===== config.mk =====
export PLATFORM = sky130hd
export DESIGN_NAME = wtah_hist_mem
export DESIGN_NICKNAME = d
export VERILOG_FILES = /design/src/rtl/wtah_pkg.sv /design/src/rtl/wtah_hist_mem.sv
export SDC_FILE = /design/constraint.sdc
export NUM_CORES = 2
export LEC_CHECK = 0
export ABC_AREA = 0
export BUFFER_PORTS_ARGS = -buffer_cell sky130_fd_sc_hd__buf_2
export CAP_MARGIN = 10
export CORE_MARGIN = 2
export CORE_UTILIZATION = 40
export DETAILED_ROUTE_END_ITERATION = 6
export GPL_TIMING_DRIVEN = 0
export PLACE_DENSITY = 0.63
export REMOVE_ABC_BUFFERS = 1
export SLEW_MARGIN = 20
export SYNTH_ARGS = -nofsm -noshare
export SYNTH_HDL_FRONTEND = slang
export SYNTH_SLANG_ARGS = --single-unit
export TNS_END_PERCENT = 20

===== constraint.sdc =====
create_clock -name clk -period 12.3 [get_ports clk]
set_input_delay 0 -clock clk [delete_from_list [all_inputs] [get_ports clk]]
set_output_delay 0 -clock clk [all_outputs]
set_load 0.01 [all_outputs]

===== src/rtl/wtah_pkg.sv =====
// Shared types, constants and the cosine threshold function of the angle histogram.
// Depends on nothing; used by every module of the block.
package wtah_pkg;

	localparam int NUM_BINS_DEF = 64;
	localparam int ACC_W        = 48;
	localparam int LEN_W        = 32;
	localparam int RB_W         = 6;
	localparam int IN_DATA_W    = 136;
	localparam int OUT_DATA_W   = 56;
	localparam logic [63:0] PI_Q40  = 64'h3243F6A8885;
	localparam logic [ACC_W-1:0] ACC_MAX = {ACC_W{1'b1}};

	localparam logic [63:0] SERIES_DIV [1:12] = '{64'd2, 64'd12, 64'd30, 64'd56, 64'd90,
		64'd132, 64'd182, 64'd240, 64'd306, 64'd380, 64'd462, 64'd552};

	localparam logic REQ_ADD  = 1'b0;
	localparam logic REQ_READ = 1'b1;
	localparam logic ST_DONE  = 1'b0;
	localparam logic ST_DEGEN = 1'b1;

	typedef enum logic [2:0] {
		T_CLEAR,
		T_IDLE,
		T_SEARCH,
		T_READ,
		T_WRITE
	} top_state_t;

	typedef enum logic [2:0] {
		S_IDLE,
		S_SQ,
		S_DIFF,
		S_LO,
		S_HI,
		S_CMP
	} srch_state_t;

	// Taylor series of the cosine in signed Q2.30 from an angle in unsigned Q24.40.
	function automatic logic signed [31:0] cos_q30(input logic [63:0] x40);
		logic [63:0] x;
		logic [63:0] x2;
		logic [63:0] term;
		logic signed [63:0] sum;
		x    = x40 >> 10;
		x2   = (x * x) >> 30;
		term = 64'd1 << 30;
		sum  = 64'sd1 <<< 30;
		for (int n = 1; n <= 12; n++) begin
			term = ((term * x2) >> 30) / SERIES_DIV[n];
			if (n % 2 == 1)
				sum = sum - $signed(term);
			else
				sum = sum + $signed(term);
		end
		return 32'(sum);
	endfunction

endpackage


===== src/rtl/wtah_hist_mem.sv =====
// Histogram storage: one synchronous memory, one write and one registered read port.
// Depends on wtah_pkg for the accumulator width.
module wtah_hist_mem #(
	parameter int Depth = wtah_pkg::NUM_BINS_DEF,
	parameter int AddrW = $clog2(Depth)
) (
	input  logic                        clk,
	input  logic                        we,
	input  logic [AddrW-1:0]            waddr,
	input  logic [wtah_pkg::ACC_W-1:0]  wdata,
	input  logic [AddrW-1:0]            raddr,
	output logic [wtah_pkg::ACC_W-1:0]  rdata_q
);

	logic [wtah_pkg::ACC_W-1:0] mem [Depth];

	always_ff @(posedge clk) begin
		if (we)
			mem[waddr] <= wdata;
		rdata_q <= mem[raddr];
	end

endmodule


# Yosys cells after proc, flatten, opt, wreduce, memory -nomap -nowiden
# Memories as Yosys holds them, arrays and structs flattened. A register that Yosys moved wholly into a read port is not among the register bits.
# Index checks and enable logic that the tools add are counted.
[totals]
output_inout_bits = 48
in_bits = 62
n_memories = 1
elab_cells = 3
mem_bits_rw = 3072
ff_bits = 0
[memory_table]
columns = ["memory", "words", "word_bits", "rd", "rd_clocked_by_memory_dff", "wr", "line", "source"]
rows = [
  ["mem", 64, 48, 1, 1, 1, "wtah_hist_mem.sv:15", "logic [wtah_pkg::ACC_W-1:0] mem [Depth];"],
]
[op_classes]
mux = 2
[op_table]
columns = ["operator", "count"]
rows = [
  ["2-to-1 mux 1 bit", 2],
]

# Logic depth before layout (Yosys ltp)
[depth]
ltp_word = 2
mapped_depth = 9
mapped_depth_nobuf = 5

# Worst setup path before layout
# Ideal clock, no wire load.
[synth_timing]
path_type = "input to register"
from = "input port waddr[3]"
to = "memory mem[48][0] (netlist name) (enable)"
path_buffers = 1
cell_stages = 4
slack_ns = 8.015
t_arrival_ns = 3.772
required_ns = 11.787
setup_time_ns = 0.513
path_cell_list = "clkbuf_1 > nor2b_1 > nand4b_1 > nor3_1"
[synth_lines]
columns = ["item", "line", "source"]
rows = [
  ["start: declaration", "wtah_hist_mem.sv:9", "input logic [AddrW-1:0] waddr,"],
  ["end: declaration", "wtah_hist_mem.sv:15", ""],
]
# No word-level cell before the write port.

==> reports/qor.txt <==
Wire per inst - 31.4 microns
Placed Cells - 8966
Clock Skew - 63.7 ps
CTS root buf - clkbuf_16
Design Area, Final - 138000 sq um
CTS Buf Count - 311
Area Growth Syn to Fin - 17.8%
Yosys top cell by area - edfxtp_1
Crit path time final - 3530 ps
Critical Path AT - 4180 ps
CTS tree - yes
Slew Viols, Final - 0
Initial antenna violation count - 20
IO Count - 110
Ys Warns - 0
Max rail drop VDD - 119 uV
Final GP Congestion - 0.708
Clock power share - 0.421
DR vias - 56400
Post-route DRC - 0
Detailed Place HPWL - 189000 microns
Via density - 5.88
Port bufs - 109
Run status - finished, final reports clean
CTS Buffer Depth - 4
DR iter-0 viols - 7695
RSZ-0062 raised after global routing - false
Sw frac - 0.208
Drt total wl - 301000 microns
Drt pass-1 iters - 6
Slew headroom - 0.263
Gate power share - 0.047
Net Switching - 0.00461 W
Synth Flop Type - edfxtp_1
Sequential area share after synthesis - 0.796
Cell-internal power - 0.0176 W
Non-filler cells, final - 9584
Setup violators final - 0
Grt total ovfl - 0
Mapped Area - 117000 sq um
Crit Path Class - input pin to flip-flop
Nets - 5499
Critical path startpoint category - input pin
Layout cells sized above 1 - 0.292
Setup crit end kind - flip-flop
Syn Area/Cell - 23.6 sq um
Clock slew at reported path FFs - 60 ps
Worst Setup SP - raddr[1]
Top cell type's share of synthesized area - 0.788
Final period util - 0.287
CTS resizes - 0
Count leader, synth - edfxtp_1
Die W - 545 microns
Worst endpoint required time - 12950 ps
Part of the power in registers - 0.532
Commonest cells in the synthesized netlist - 3072 x edfxtp_1, 754 x mux4_2, 132 x nor2_1
Die H - 545 microns
Gate Count Post-Synth - 4970
Min-delay src - raddr[5]
Maximum clock rate - 283 MHz
Top post-synthesis cells by area - edfxtp_1 79%, mux4_2 14%, dfxtp_1 0.82%, o22ai_1 0.65%, a221oi_1 0.62%
Worst-Margin Slew - 1110 ps
Largest net degree at the start of global routing - 84
Leakage power - 42.7 nW
Clk_lat worst skew - 890 ps
Post-synthesis cell type count - 36
FFs w/ async S/R, synth - 0
Final hold viol count - 0
Core Rows - 198
Die ar. - 297000 sq um
Core area - 291000 sq um
PD cells - 161 nW/um^2
H-tree depth - 5
Worst R2R Start - mem[55][24]$_DFFE_PP_
GRT Overall Usage - 0.198
Worst-path fanout max - 77
Clock sinks - 3120
Hold crit path type - input pin to flip-flop
Max-Cap Viols - 0
ANT nets after route - 0
Initial core utilization - 0.402
Number of synthesized flops with an enable pin - 3072
Vias in the first global route - 56400
First-pass GRT wire length - 424000 microns
Synth Register Bits - 3120
Dpl cell area - 127000 sq um
==> stage by stage <==
stage	total power (W)	setup TNS [ps]	utilization	worst slack (ps)	hold WS, ps
global placement	0.0134	-752270	0.416	-16350	401
CTS	0.0223	0	0.474	8850	35.7
finish	0.0222	0	0.474	8770	71.9
detailed placement	0.0131	0	0.438	7960	397
global route	0.0227	0	0.474	8600	31.9
floorplan	0.0125	0	-	8170	98.9
==> power groups by stage <==
stage	clock network, W	registers, W	logic (W)
6_report	0.00933	0.0118	0.00105
5_1_grt	0.00983	0.0118	0.00112
4_1_cts	0.00945	0.0118	0.00105
3_5_place_dp	0	0.0120	0.00103
3_3_place_gp	0	0.0120	0.00140
2_1_floorplan	0	0.0120	0.000433
==> routing by layer <==
layer	GRT usage	up-vias	part of all wire
met2	0.310	2829	0.47
met3	0.0380	474	0.091
met1	0.287	30600	0.41
met5	0	-	0.00022
li1	-	22500	-
met4	0.0507	10	0.025
==> registers in the layout (all words and copies together) (netlist names) <==
register and count:
rdata_q 48, mem 3072
==> cells by family (layout without fill, tap and decap cells) <==
logic type             Yosys count  after routing  share of synthesized area
DFF                           3120           3120                      0.796
muxes                          829            829                      0.152
AOI/OAI and AO/OA              486            486                     0.0302
buffers and inverters          282            989                     0.0128
and+or+nand+nor                253            253                    0.00957
other                            0              7                          0
==> path summary, 6_finish.rpt <==
path	cells past startpoint	end	slack (ps)
setup / recovery	12	rdata_q[40]$_DFF_P_	8770
hold / removal	3	rdata_q[8]$_DFF_P_	70
setup reg to reg	5	rdata_q[24]$_DFF_P_	9980
hold reg to reg	5	rdata_q[15]$_DFF_P_	930
==> critical path, stage by stage <==
cell and delay, ps:
buf_8 80, buf_16 350, buf_16 360, buf_16 280, buf_16 380, buf_16 370
nand3b_1 630, buf_8 270, o221ai_1 120, a21oi_1 350, a21oi_1 120, a221oi_1 610
==> repair_timing <==
item | CTS | global route
setup buffers | 0 | 0
hold buffers | 56 | 0
hold endpoints to repair | 3179 | 0
==> cell usage in the layout, fill, tap and decap left out, types with 12 or more instances in the layout <==
cell / instances
o22ai_1: 122
o221ai_1: 28
a22o_1: 57
dfxtp_1: 48
nor2_4: 64
a211oi_1: 31
mux2i_1: 63
mux2_2: 12
buf_16: 87
nor2_1: 66
bufinv_16: 29
a22oi_1: 72
nor2b_1: 17
clkbuf_16: 317
a221oi_1: 83
buf_2: 98
nand2_1: 52
buf_12: 165
clkbuf_1: 73
dlygate4sd3_1: 56
a21oi_1: 74
buf_4: 22
clkinv_1: 69
clkinv_2: 40
edfxtp_1: 3072
mux4_2: 754
==> layout make-up <==
type	count	area, sq um
Fill cell	23100	153000
Sequential cell	3120	93200
Multi-Input combinational cell	1568	23000
Clock buffer	394	8260
Timing Repair Buffer	436	7020
Tap cell	3900	4880
Clock inverter	159	1570
Antenna cell	7	17.5
No activity file was read; power rests on OpenSTA's default activity.
